File: src/rtl/route_request_dedup_table_macros.svh
// Assertion helpers shared by the RTL files.
`ifndef ROUTE_REQUEST_DEDUP_TABLE_MACROS_SVH
`define ROUTE_REQUEST_DEDUP_TABLE_MACROS_SVH

// Same-cycle implication, checked outside reset.
`define RRDT_ASSERT_NOW(label, clk, rst_n, ante, cons, msg) \
  label: assert property (@(posedge clk) disable iff (!rst_n) (ante) |-> (cons)) \
    else $error(msg);

// Next-cycle implication, checked outside reset.
`define RRDT_ASSERT_NEXT(label, clk, rst_n, ante, cons, msg) \
  label: assert property (@(posedge clk) disable iff (!rst_n) (ante) |=> (cons)) \
    else $error(msg);

`endif

File: src/rtl/rrdt_pkg.sv
package rrdt_pkg;

  // Table geometry.
  localparam int TABLE_ENTRIES = 16;
  localparam int IDX_W = (TABLE_ENTRIES > 1) ? $clog2(TABLE_ENTRIES) : 1;
  localparam logic [IDX_W-1:0] LAST_IDX = IDX_W'(TABLE_ENTRIES - 1);

  // Idle limit after reset, in microseconds.
  localparam logic [31:0] IDLE_RESET = 32'd10000000;

  // One route request as it arrives on the input channel.
  typedef struct packed {
    logic [63:0] orig_addr_hi;
    logic [63:0] orig_addr_lo;
    logic [63:0] targ_addr_hi;
    logic [63:0] targ_addr_lo;
    logic [7:0]  metric_kind;
    logic [7:0]  route_metric;
    logic [15:0] seq_number;
    logic [47:0] packet_time;
    logic [47:0] current_time;
  } req_t;

  // One verdict on the result channel.
  typedef struct packed {
    logic redundant;
    logic stored_new;
    logic dropped_full;
  } rsp_t;

  // One table entry as held in the entry memory.
  typedef struct packed {
    logic [63:0] orig_hi;
    logic [63:0] orig_lo;
    logic [63:0] targ_hi;
    logic [63:0] targ_lo;
    logic [7:0]  metric_kind;
    logic [7:0]  metric;
    logic [15:0] seq;
    logic [47:0] stamp;
  } entry_t;

  localparam int ENTRY_W = $bits(entry_t);

  // Verdict of the shared compare unit on one entry.
  typedef struct packed {
    logic stale;
    logic key_eq;
  } cmp_t;

  // Sequencer states.
  typedef enum logic [2:0] {
    ST_IDLE = 3'b001,
    ST_SCAN = 3'b010,
    ST_UPD  = 3'b100
  } state_t;

endpackage

File: src/rtl/rrdt_cmp.sv
module rrdt_cmp (
  input  rrdt_pkg::entry_t ent,
  input  rrdt_pkg::req_t   req,
  input  logic [31:0]      idle_limit,
  output rrdt_pkg::cmp_t   res
);

  logic [48:0] expiry;

  // An entry is stale once its stamp plus the idle limit lies before now.
  assign expiry = {1'b0, ent.stamp} + {17'd0, idle_limit};
  assign res.stale = (expiry < {1'b0, req.current_time});

  // The key is both addresses and the metric type.
  assign res.key_eq = (ent.orig_hi == req.orig_addr_hi) &&
                      (ent.orig_lo == req.orig_addr_lo) &&
                      (ent.targ_hi == req.targ_addr_hi) &&
                      (ent.targ_lo == req.targ_addr_lo) &&
                      (ent.metric_kind == req.metric_kind);

endmodule

File: config.mk
export PLATFORM = sky130hd
export DESIGN_NAME = rrdt_cmp
export DESIGN_NICKNAME = d
export VERILOG_FILES = /design/src/rtl/route_request_dedup_table_macros.svh /design/src/rtl/rrdt_pkg.sv /design/src/rtl/rrdt_cmp.sv
export SDC_FILE = /design/constraint.sdc
export NUM_CORES = 1
export LEC_CHECK = 0
export BUFFER_PORTS_ARGS = -buffer_cell sky130_fd_sc_hd__buf_2
export CAP_MARGIN = 5
export CORE_AREA = 4 4 291 293
export DETAILED_ROUTE_END_ITERATION = 8
export DIE_AREA = 0 0 295 297
export PLACE_DENSITY = 0.33
export SYNTH_ARGS = -nofsm -noshare
export SYNTH_HDL_FRONTEND = slang
export SYNTH_SLANG_ARGS = --single-unit
File: constraint.sdc
create_clock -name vclk -period 7.9
set_input_delay 0 -clock vclk [all_inputs]
set_output_delay 0 -clock vclk [all_outputs]
set_load 0.05 [all_outputs]
==> key figures <==
Status
  – Status: finished, final reports clean

STA
  – RSZ-0062 raised after global routing: false
  – Final period demand of the worst path: 4.52 ns
  – Final setup viols: 0
  – Fmax achieved: 221 MHz
  – Final Slew Violations: 0
  – Slew Limit Headroom: 0.563
  – Final setup TNS: 0 ns
  – Final period util: 0.572
  – Final hold vios: 0
  – Slew @ Worst Pin: 0.650 ns

Worst setup path
  – Buf/Inv on CP: 2
  – CP required: 7.90 ns
  – CP Cell Sequence: buf_2 -> ha_1 -> o211ai_1 -> o211ai_2 -> a31o_4 -> a211o_4 -> a21oi_1 -> o21bai_1 -> a21boi_0 -> xnor2_1 -> ha_1 -> nand4_1 -> nor2_1 -> nand2_1 -> or4_1 -> nor3_1 -> a211o_1 -> o31a_1 -> nor3_1 -> buf_2
  – Max stage delay on crit path: 0.59 ns
  – Worst setup EP type: output pin
  – Crit Path Class: in -> out
  – Worst-path fanout max: 5
  – Worst path top cell family by delay: compound AO/OA/AOI/OAI gates
  – Worst EP arrival: 4.52 ns
  – Crit path max-delay cell type: or4_1
  – Setup crit start kind: primary input

Final layout
  – Clock buffers: 0
  – Final nets: 2304
  – Design Area, Final: 10800 µm²
  – FF/Latch Area: 0 µm²
  – Finished Layout Cells: 2571
  – Fill cells: 9596
  – Layout area overhead: 76.9%
  – Share of cells above drive strength 1: 0.455
  – FF+latch count: 0

Floorplan
  – Die area: 87600 µm²
  – DIE WIDTH: 295 µm
  – Row Count: 105
  – Die Y: 297 µm
  – IO Pins: 754
  – Starting Density: 0.0746
  – CORE AREA: 81800 µm²

Placement
  – Placed cell areas: 10700 µm²
  – Final HPWL DP: 66000 µm
  – Buffers on Ports: 658
  – # placed instances: 2540
  – RePlAce Congestion: 0.935

Hold path
  – Hold/Removal Path Class: in -> out
  – Hold Path End: res[1]
  – Hold path cells: 4
  – Worst hold path startpoint: ent[47]

Drt
  – DR iter-0 viols: 428
  – First-pass DRT Iterations: 4
  – # DRC: 0
  – Vias: 9244
  – WL/cell: 26.4 µm
  – Post-DRT Antenna Nets: 0
  – Final WL: 67900 µm
  – Vias per cell: 3.60

GRT
  – Global-route wire length before repair: 87300 µm
  – Largest net degree at the start of global routing: 16
  – Remaining Overflow, GRT: 0
  – GRT Total Usage: 0.146
  – Vias in the first global route: 9896
  – Initial antenna violation count: 98

Yosys
  – Synth Cell Area: 6100 µm²
  – Mapped Nets: 1648
  – Cell variety after synth: 55
  – Sequential share of the synthesized area: 0
  – Post-synthesis area per instance: 7.48 µm²
  – Post-Synthesis Cells: 816
  – Synth warn: 0

Power and ir drop
  – Lkg Pwr: 5.17 nW
  – Pwr/cell area: 61.7 nW/µm²
  – Max IR drop VDD: 0.0000169 V

Clock tree
  – Setup bufs post-CTS: 0
  – Post-CTS Hold Fix Bufs: 0
  – CTS resizes: 0

Run
  – Max Cap Viol: 0
[report_power, final]
part	internal (mW)	switching, mW	total (mW)
sequential	0	0	0
clock	0.000000532	0	0.000000532
combinational	0.314	0.351	0.666
[through the flow]
step | total power, mW | util | hold slack [ns] | setup slack, ns
floorplan | 0.334 | - | 0.341 | 3.66
finish | 0.666 | 0.132 | 0.523 | 3.38
CTS | 0.676 | 0.131 | 0.519 | 3.35
global route | 0.732 | 0.132 | 0.534 | 3.12
detailed placement | 0.672 | 0.131 | 0.518 | 3.37
global placement | 0.667 | 0.131 | 0.524 | 3.42
[placed cells by master, fill, tap and decap left out, types with 8 or more instances in the layout]
cell	n
a21o_1	19
a21oi_1	46
and3_1	9
buf_2	658
diode_2	31
ha_1	79
inv_1	84
nand2_1	28
nand3_1	15
nand4_1	51
nor2_1	25
nor4_1	40
o211ai_1	8
o21a_1	10
o21ai_0	23
o22ai_1	11
o2bb2ai_1	8
xnor2_1	160
xor2_1	113
[cells in the mapped netlist, types with 3 or more instances]
cell type    n  area (µm²)
a211o_1      3        26.3
a211oi_1     6        45.0
o2111ai_1    6        52.6
and2_1       5        31.3
nand2_1     28         105
and4_1       3        26.3
a21oi_1     46         230
xor2_1     113         990
nand4_1     51         319
o2bb2ai_1    8        70.1
a21o_1      19         143
nand2b_1     4        25.0
a22o_1       3        26.3
a22oi_1      6        45.0
and3_1       9        56.3
o22ai_1     11        68.8
o211ai_1     8        60.1
nor2_1      25        93.8
a221oi_1     5        43.8
clkbuf_1     3        11.3
inv_1       84         315
nor2b_1      3        18.8
nor3_1       5        25.0
o21a_1      10        75.1
nand3_1     15        75.1
o221ai_1     4        35.0
o21ai_0     23         115
ha_1        79         988
nor4_1      40         250
xnor2_1    160        1400
[worst max path at each step]
stage / start / to / slack [ns] / cells after the start
5_1_grt: ent[2] / res[1] / 3.12 / 20
3_3_place_gp: ent[0] / res[1] / 3.42 / 20
6_report: ent[2] / res[1] / 3.38 / 20
4_1_cts: ent[2] / res[1] / 3.35 / 20
2_1_floorplan: ent[0] / res[1] / 3.66 / 17
3_5_place_dp: ent[2] / res[1] / 3.37 / 20
[metal layers]
| metal | global-route usage | vias to the layer above | wire length [µm] |
|---|---|---|---|
| met1 | 0.153 | 4210 | 24100 |
| met5 | 0 | - | 187 |
| met2 | 0.287 | 523 | 35800 |
| li1 | - | 4299 | - |
| met3 | 0.0264 | 182 | 4490 |
| met4 | 0.0504 | 30 | 3350 |
[layout make-up]
cell class / instances / area [µm²] / area share
inverters: 84 / 315 / 0.0292
multi-input cells: 728 / 5770 / 0.535
diodes: 31 / 77.6 / 0.00719
repair buffers: 658 / 3290 / 0.305
well taps: 1070 / 1340 / 0.124
[cell families (layout without fill, tap and decap cells)]
logic type                 after synthesis  in the layout  synth area share
AOI/OAI and AO/OA                      185            185             0.218
other                                    0             31                 0
xor gates and xnor gates               273            273             0.392
and+or+nand+nor                        190            190             0.170
buffers and inverters                   88            742            0.0543
adders and majority gates               80             80             0.165
[worst min-delay path, delay by kind of cell]
family | cells | cell delay (ns)
and+or+nand+nor | 2 | 0.22
buffers and inverters | 2 | 0.30
Note: power is estimated with default switching activity, not from simulation.
