`src/rtl/route_request_dedup_table_macros.svh`:
```
// Assertion helpers shared by the RTL files.
`ifndef ROUTE_REQUEST_DEDUP_TABLE_MACROS_SVH
`define ROUTE_REQUEST_DEDUP_TABLE_MACROS_SVH

// Same-cycle implication, checked outside reset.
`define RRDT_ASSERT_NOW(label, clk, rst_n, ante, cons, msg) \
  label: assert property (@(posedge clk) disable iff (!rst_n) (ante) |-> (cons)) \
    else $error(msg);

// Next-cycle implication, checked outside reset.
`define RRDT_ASSERT_NEXT(label, clk, rst_n, ante, cons, msg) \
  label: assert property (@(posedge clk) disable iff (!rst_n) (ante) |=> (cons)) \
    else $error(msg);

`endif

```
`src/rtl/rrdt_ram.sv`:
```
module rrdt_ram #(
  parameter int WIDTH = 8,
  parameter int DEPTH = 16,
  localparam int AW = (DEPTH > 1) ? $clog2(DEPTH) : 1
) (
  input  logic             clk,
  input  logic             we,
  input  logic [AW-1:0]    waddr,
  input  logic [WIDTH-1:0] wdata,
  input  logic [AW-1:0]    raddr,
  output logic [WIDTH-1:0] rdata
);

  logic [WIDTH-1:0] mem [DEPTH];
  logic [WIDTH-1:0] rdata_r;

  // One write port and one registered read port.
  always_ff @(posedge clk) begin
    if (we) begin
      mem[waddr] <= wdata;
    end
    rdata_r <= mem[raddr];
  end

  assign rdata = rdata_r;

endmodule

```
`config.mk`:
```
export PLATFORM = sky130hd
export DESIGN_NAME = rrdt_ram
export DESIGN_NICKNAME = d
export VERILOG_FILES = /design/src/rtl/route_request_dedup_table_macros.svh /design/src/rtl/rrdt_ram.sv
export SDC_FILE = /design/constraint.sdc
export NUM_CORES = 1
export LEC_CHECK = 0
export BUFFER_PORTS_ARGS = -buffer_cell sky130_fd_sc_hd__buf_2
export CAP_MARGIN = 15
export CORE_ASPECT_RATIO = 0.8
export CORE_MARGIN = 2
export CORE_UTILIZATION = 39
export DETAILED_ROUTE_END_ITERATION = 10
export PLACE_DENSITY = 0.6
export SKIP_LAST_GASP = 1
export SYNTH_ARGS = -nofsm -noshare
export SYNTH_HDL_FRONTEND = slang
export SYNTH_SLANG_ARGS = --single-unit
```
`constraint.sdc`:
```
create_clock -name clk -period 2.4 [get_ports clk]
set_input_delay 0.48 -clock clk [delete_from_list [all_inputs] [get_ports clk]]
set_output_delay 0.48 -clock clk [all_outputs]
set_load 0.02 [all_outputs]
```
==> results_dict.tcl, run 1 <==
set metrics [dict create \
    rsz0062_at_grt "no" \
    cts_resized 0 \
    dpl_cell_area_um2 5573 \
    worstSetupEndpoint "rdata[7]" \
    place_ws_ns 0.4795 \
    regArea_um2 4004 \
    cts_tree "done" \
    r2r_cells 3 \
    final_nets 300 \
    synth-seq-area-share_pct 77.78 \
    outcome "complete, no violations" \
    r2r_slack_ns 1.08 \
    clk_latency_ns 0.42 \
    crit_type "flop to output pin" \
    grt_pass1_wl_um 15340 \
    p_switching_mw 1.101 \
    drc 0 \
    worst-path-stages 1 \
    vias 2444 \
    fp.dieArea_um2 14140 \
    slew_viol_final 0 \
    cts-root-buf "clkbuf_16" \
    dp_hpwl_um 6208 \
    synth_cell_types 19 \
    endpoint_kind "output pin" \
    finalClockSkew_ns 0.01821 \
    postCtsHoldBufs 0 \
    timing.hold.ws_ns 0.4423 \
    drtAntennaViolNets 0 \
    cp_max_fo 1 \
    utilization_pct 48.16 \
    p_seq_share_pct 47.6 \
    p_int_mw 4.523 \
    fillers 1077 \
    cp_num_buf_inv 1 \
    fin_cells 471 \
    final_cell_mix "128 x edfxtp_1, 25 x buf_2, 18 x mux4_2" \
    cts.sinks 136 \
    initial_core_util_pct 40.00 \
    rows 37 \
    ys_ff_latch 136 \
    worstPathArrival_ns 1.01 \
    path_delay_family "flip-flops" \
    drtIter0Drc 161 \
    syn-num-nets 247 \
    switching_share_pct 19.57 \
    drt-total-wl_um 10040 \
    wire_per_inst_um 21.31 \
    start_kind "flop" \
    grt_max_degree 33 \
    core_um2 12870 \
    relSlewSlack_pct 50.35 \
    final_common_cell "edfxtp_1" \
    hold_violations 0 \
    finalSetupTns_ns 0 \
    dp_cells 438 \
    crit_path_start "rdata[7]" \
    reg2reg_to "rdata[5]" \
    final_cell_area_um2 6198 \
    die_x_um 132.4 \
    fin_crit_ns 1.488 \
    avgViaCountPerCell 5.189 \
    p_per_area_nw_per_um2 907.3 \
    rr_startpoint "mem[9][5]" \
    final_layout_size_suffix_gt1_share_pct 31.19 \
    ys_warn_count 0 \
    cts_setup_buffers 0 \
    multi_input_area_um2 1057 \
    numCtsBuffers 17 \
    clk_pin_slew_worst_paths_ns 0.06 \
    avgSynthCellArea_um2 22.48 \
    htree_levels 4 \
    syn-cell-area_um2 5147 \
    setup_slack_ns 0.9121 \
    required_ns 1.92 \
    setup_violations 0 \
    p_leak_nw 2.094 \
    die_h_um 106.8 \
    worst_pin_slew_ns 0.7420 \
    syn_inst 229 \
    finalPower_mw 5.624 \
    max_stage_delay_ns 0.39 \
    vdd_drop_max_mv 0.5108 \
    grt_pass1_vias 2523 \
    ioPinCount 26 \
    path_cells "buf_2" \
    cts_buffer_depth 2 \
    track_usage_pct 15.56 \
    combPwrFrac_pct 4.6 \
    area_growth_pct 20.42 \
    grt-ovfl-total 0 \
    clkPwrFrac_pct 47.8 \
    port_buffers 25 \
    antenna_found_initial 1 \
    fin_crit_sh_pct 61.99 \
    max_freq_ghz 0.6721 \
    first_pass_iters 5 \
    max_cap_viol_count 0 \
    gp_congestion 0.6877 \
    cpMaxStageDelayCell "dfxtp_1" \
    min_path_type "input pin to flop" \
]
[flip-flops by register name, indices dropped and copies added, names as in the netlist]
register	flops
mem	128
rdata	8
[cells by family after synthesis]
logic type      count (synthesis)  synth area share [%]
buf+inv                        10                 1.677
flops                         136                 77.78
simple gates                   35                 3.184
mux                            32                 15.02
compound gates                 16                 2.334
[how the worst min path moves through the flow]
stage                     startpoint          to  slack (ns)  cells past startpoint
after global routing        wdata[5]  mem[12][5]        0.46                      1
after detailed placement   mem[4][7]    rdata[7]        0.66                      3
after CTS                   wdata[7]  mem[14][7]        0.44                      1
after global placement     mem[0][3]    rdata[3]        0.66                      3
after floorplan             wdata[0]   mem[0][0]        0.58                      0
final                       wdata[7]   mem[8][7]        0.44                      1
[cell usage after synthesis]
cell	n	share of area, %
a22oi_1	16	2.3
and2_1	1	0.12
and2b_1	1	0.15
buf_2	3	0.29
buf_4	1	0.15
buf_6	3	0.66
clkdlybuf4s25_2	3	0.58
dfxtp_1	8	3.1
edfxtp_1	128	75
mux4_1	14	7.1
mux4_2	18	7.9
nand2_1	9	0.66
nand2b_1	2	0.24
nand3_1	1	0.097
nand3b_1	2	0.29
nor2_1	13	0.95
nor2b_1	1	0.12
nor3_1	4	0.39
or3b_2	1	0.17
[power by group through the flow]
stage,Combinational [mW],Clock (mW),Sequential (mW)
after global placement,0.260,0,2.72
after floorplan,0.135,0,2.74
after global routing,0.284,2.84,2.68
after detailed placement,0.265,0,2.72
after CTS,0.266,2.73,2.68
final,0.260,2.69,2.67
[cell type report]
cell class              instances  area share [%]
diodes                          1         0.04037
clock buffers                  20           7.206
clock inverters                12           2.846
multi-input cells              83           17.06
flip-flops and latches        136           64.59
well taps                     175           3.533
repair buffers                 44           4.723
[metal layers]
metal / GRT usage (%) / vias up / wire length (µm)
met4: 5.530 / 0 / 140
met2: 24.06 / 50 / 4875
met3: 4.965 / 15 / 432
met5: 0 / - / 0
met1: 20.96 / 1295 / 4588
li1: - / 1084 / -
Power figures use the tool's default switching activity.
==> run 2: changes to the inputs <==
clock period = 1.4 ns   (was 2.4 ns; I/O delays follow)
==> run 2 against run 1 <==
  * Global-route usage up 0.45 points
  * Via count up 0.90%
  * Die area unchanged
  * Utilization rose by 1.0 points
  * Sequential share of layout area shrank 1.4 points
  * Clock power up 57%
  * Wire length up 2.8%
  * Combinational power grew 92%
  * Critical path type is now flop to flop
  * Largest power group is now sequential cells
  * Highest routed layer is now met5
==> results_dict.tcl, run 2 (same netlist as run 1, synthesis figures left out) <==
set metrics [dict create \
    outcome "complete, no violations" \
    drt-total-wl_um 10320 \
    worstPathArrival_ns 1.64 \
    antenna_cells 0 \
    cts_setup_buffers 0 \
    slew_viol_final 0 \
    min_path_cells 1 \
    start_kind "flop" \
    final_layout_size_suffix_gt1_share_pct 35.29 \
    grt_max_degree 19 \
    p_per_area_nw_per_um2 1469 \
    drc 0 \
    wire_per_inst_um 21.45 \
    vias 2466 \
    grt-ovfl-total 0 \
    rows 37 \
    max_cap_viol_count 0 \
    initial_core_util_pct 40.00 \
    hold_path_end "mem[9][4]" \
    core_um2 12870 \
    grt_pass1_vias 2558 \
    fillers 1082 \
    final_cell_mix "128 x edfxtp_1, 25 x buf_2, 22 x buf_4" \
    utilization_pct 49.21 \
    cts_tree "done" \
    path_cells "mux4_1, a22oi_1, nand2_1" \
    worst_pin_slew_ns 0.8652 \
    required_ns 1.68 \
    max_stage_delay_ns 0.50 \
    rr_startpoint "mem[9][2]" \
    final_nets 311 \
    cts_buffer_depth 2 \
    dpl_cell_area_um2 5762 \
    clk_latency_ns 0.41 \
    numCtsBuffers 17 \
    avgViaCountPerCell 5.127 \
    area_growth_pct 23.04 \
    min_from "wdata[4]" \
    antenna_found_initial 1 \
    ioPinCount 26 \
    max_freq_ghz 0.7369 \
    first_pass_iters 4 \
    port_buffers 25 \
    clk_pin_slew_worst_paths_ns 0.06 \
    crit_type "flop to flop" \
    endpoint_kind "flop" \
    cts-root-buf "clkbuf_16" \
    vdd_drop_max_mv 0.9209 \
    htree_levels 4 \
    largest_register_ffs 128 \
    track_usage_pct 16.01 \
    cp_max_fo 1 \
    dp_cells 449 \
    r2r_slack_ns 0.04 \
    drtAntennaViolNets 0 \
    finalClockSkew_ns 0.01048 \
    cp_num_buf_inv 0 \
    fp.dieArea_um2 14140 \
    path_delay_family "multiplexers" \
    die_x_um 132.4 \
    regMostFlops "mem" \
    grt_pass1_wl_um 15820 \
    r2r_cells 3 \
    gp_congestion 0.7272 \
    die_h_um 106.8 \
    fin_crit_ns 1.357 \
    hold_violations 0 \
    p_leak_nw 2.160 \
    cpMaxStageDelayCell "mux4_1" \
    multi_input_area_um2 1094 \
    final_cell_area_um2 6334 \
    dp_hpwl_um 6724 \
    regArea_um2 4004 \
    min_path_type "input pin to flop" \
    relSlewSlack_pct 42.10 \
    fin_crit_sh_pct 96.93 \
    drtIter0Drc 160 \
    cts_resized 0 \
    setup_violations 0 \
    fin_cells 481 \
    postCtsHoldBufs 0 \
    final_common_cell "edfxtp_1" \
    cts.sinks 136 \
    rsz0062_at_grt "no" \
    reg2reg_to "rdata[2]" \
]
==> run 2: how the worst max path moves through the flow <==
stage	cells after the start	end	from
2_1_floorplan	5	rdata[1]	raddr[0]
3_3_place_gp	6	rdata[2]	raddr[0]
3_5_place_dp	6	rdata[2]	raddr[0]
4_1_cts	3	rdata[2]	mem[9][2]
5_1_grt	3	rdata[2]	mem[9][2]
6_report	3	rdata[2]	mem[9][2]
==> run 2: area by class of cell <==
type	count	area share, %
Sequential cell	136	63.22
Multi-Input combinational cell	83	17.27
Clock buffer	22	7.329
Timing Repair Buffer	55	7.112
Tap cell	175	3.457
Clock inverter	10	1.620
==> run 2: metal layers <==
metal	GRT usage, %	routed length (µm)
met1	23.49	5038
met2	22.39	4557
met3	5.957	676
met4	4.608	32
met5	0	11
==> run 2: per-stage QoR <==
| stage | hold slack, ns | worst slack [ns] | total power, mW | TNS, ns |
|---|---|---|---|---|
| 5_1_grt | 0.2567 | 0.001485 | 9.605 | 0 |
| 2_1_floorplan | 0.3789 | -0.01647 | 4.928 | -0.09294 |
| 4_1_cts | 0.2472 | 0.03306 | 9.372 | 0 |
| 3_3_place_gp | 0.6531 | -0.3220 | 5.157 | -3.302 |
| 3_5_place_dp | 0.6689 | -0.3762 | 5.171 | -3.625 |
| 6_report | 0.2528 | 0.04291 | 9.302 | 0 |
==> run 2: power by group <==
group	leakage [nW]	total (mW)	internal (mW)	switching, mW
logic	0.661	0.500	0.218	0.282
registers	1.22	4.58	4.55	0.0277
clock network	0.275	4.22	2.69	1.53
==> run 3: changes to the inputs <==
CELL_PAD_IN_SITES_DETAIL_PLACEMENT = 1   (was unset)
CELL_PAD_IN_SITES_GLOBAL_PLACEMENT = 1   (was unset)
PLACE_DENSITY = 0.65   (was 0.6)
==> run 3 against run 2 <==
  * Highest routed layer unchanged
  * Fmax grew 1.5%
  * Largest cell class unchanged
  * Sequential power about the same
  * Critical endpoint is now rdata[4]
  * Flip-flop and latch count stayed put
  * Non-clock buffer count grew 1
  * Via count grew 0.77%
  * Critical path depth stayed put
==> results_dict.tcl, run 3 (same netlist as run 1, synthesis figures left out) <==
set metrics [dict create \
    avgViaCountPerCell 5.166 \
    grt_max_degree 17 \
    final_cell_mix "128 x edfxtp_1, 25 x buf_2, 21 x buf_4" \
    finalSetupTns_ns 0 \
    rows 37 \
    cpMaxStageDelayCell "mux4_2" \
    ioPinCount 26 \
    utilization_pct 49.15 \
    crit_type "flop to flop" \
    fin_crit_ns 1.337 \
    max_cap_viol_count 0 \
    outcome "complete, no violations" \
    cts-root-buf "clkbuf_16" \
    first_pass_iters 4 \
    max_stage_delay_ns 0.48 \
    relSlewSlack_pct 47.11 \
    rsz0062_at_grt "no" \
    regArea_um2 4004 \
    track_usage_pct 17.21 \
    min_path_type "input pin to flop" \
    worstPathArrival_ns 1.62 \
    drc 0 \
    numCtsBuffers 17 \
    hold_violations 0 \
    core_um2 12870 \
    htree_levels 4 \
    gp_congestion 0.7069 \
    combPwrFrac_pct 5.6 \
    drtAntennaViolNets 0 \
    clk_pin_slew_worst_paths_ns 0.05 \
    p_seq_share_pct 50.3 \
    p_per_area_nw_per_um2 1440 \
    drtIter0Drc 220 \
    die_h_um 106.8 \
    die_x_um 132.4 \
    largest_register_ffs 128 \
    wire_per_inst_um 22.53 \
    drt-total-wl_um 10840 \
    regMostFlops "mem" \
    cp_max_fo 1 \
    grt_pass1_vias 2734 \
    multi_input_area_um2 1094 \
    port_buffers 25 \
    fillers 1200 \
    endpoint_kind "flop" \
    grt-ovfl-total 0 \
    cts_tree "done" \
    dp_hpwl_um 7101 \
    initial_core_util_pct 40.00 \
    cts.sinks 136 \
    vias 2485 \
    p_switching_mw 1.824 \
    switching_share_pct 20.01 \
    final_layout_size_suffix_gt1_share_pct 33.99 \
    antenna_found_initial 1 \
    clkPwrFrac_pct 44.1 \
    fp.dieArea_um2 14140 \
    start_kind "flop" \
    antenna_cells 0 \
    final_nets 312 \
    max_freq_ghz 0.7478 \
    fin_crit_sh_pct 95.52 \
    cts_setup_buffers 0 \
    worst_pin_slew_ns 0.7905 \
    finalClockSkew_ns 0.007897 \
    slew_viol_final 0 \
    final_cell_area_um2 6326 \
    final_common_cell "edfxtp_1" \
    p_leak_nw 2.157 \
    vdd_drop_max_mv 0.9202 \
    p_int_mw 7.289 \
    area_growth_pct 22.90 \
    cts_buffer_depth 2 \
    dpl_cell_area_um2 5794 \
    path_cells "mux4_2, a22oi_1, nand2_1" \
    grt_pass1_wl_um 17000 \
    setup_violations 0 \
    required_ns 1.69 \
    clk_latency_ns 0.41 \
]
-- run 3: cell count changes in the layout (fill, tap and decap cells not counted), sizes merged --
cell      before  now
clkbuf        22   26
buf           55   56
clkinvlp       2    0
clkinv         6    4
bufinv         2    1
-- run 3: critical path, delay by kind of cell, from the launching register on --
kind / cells / cell delay [ns]
flops: 1 / 0.35
mux: 1 / 0.48
compound gates: 1 / 0.30
simple gates: 1 / 0.09
-- run 3: path summary, 6_finish.rpt --
path         slack (ns)  cells past startpoint       from    endpoint
min reg2reg        0.69                      3  mem[3][0]    rdata[0]
min                0.25                      1   wdata[5]  mem[10][5]
max reg2reg        0.06                      3  mem[3][4]    rdata[4]
max                0.06                      3  mem[3][4]    rdata[4]
-- run 3: power by group through the flow --
stage / sequential, mW / combinational [mW] / clock [mW]
after floorplan: 4.69 / 0.238 / 0
after global placement: 4.67 / 0.500 / 0
after detailed placement: 4.67 / 0.513 / 0
after CTS: 4.59 / 0.518 / 4.12
after global routing: 4.59 / 0.550 / 4.30
final: 4.59 / 0.507 / 4.02
-- run 3: cell type report --
class                      count  area share [%]
clock inverter                 5          0.7516
tap                          175           3.461
sequential                   136           63.29
clock buffer                  26           7.575
multi-input combinational     83           17.29
timing repair buffer          56           7.634
-- run 3: routing by layer --
metal,wire length [µm],vias up,GRT usage (%)
li1,-,1103,-
met1,4663,1293,23.25
met2,5327,71,26.28
met3,695,16,5.579
met4,137,2,6.452
met5,13,-,0
-- run 3: stage by stage --
step,total power [mW],instances,hold slack (ns),setup slack (ns)
final,9.113,481,0.2507,0.06267
after global routing,9.447,481,0.2465,0.004384
after CTS,9.229,481,0.2315,0.03305
after detailed placement,5.184,450,0.6679,-0.4035
after global placement,5.165,450,0.6524,-0.3914
after floorplan,4.928,229,0.3789,-0.01647
-- run 3: timing repair --
action | 4_1_cts | 5_1_grt
hold buffers | 0 | 0
resized for setup | 0 | 1
endpoints found under the setup margin | 0 | 1
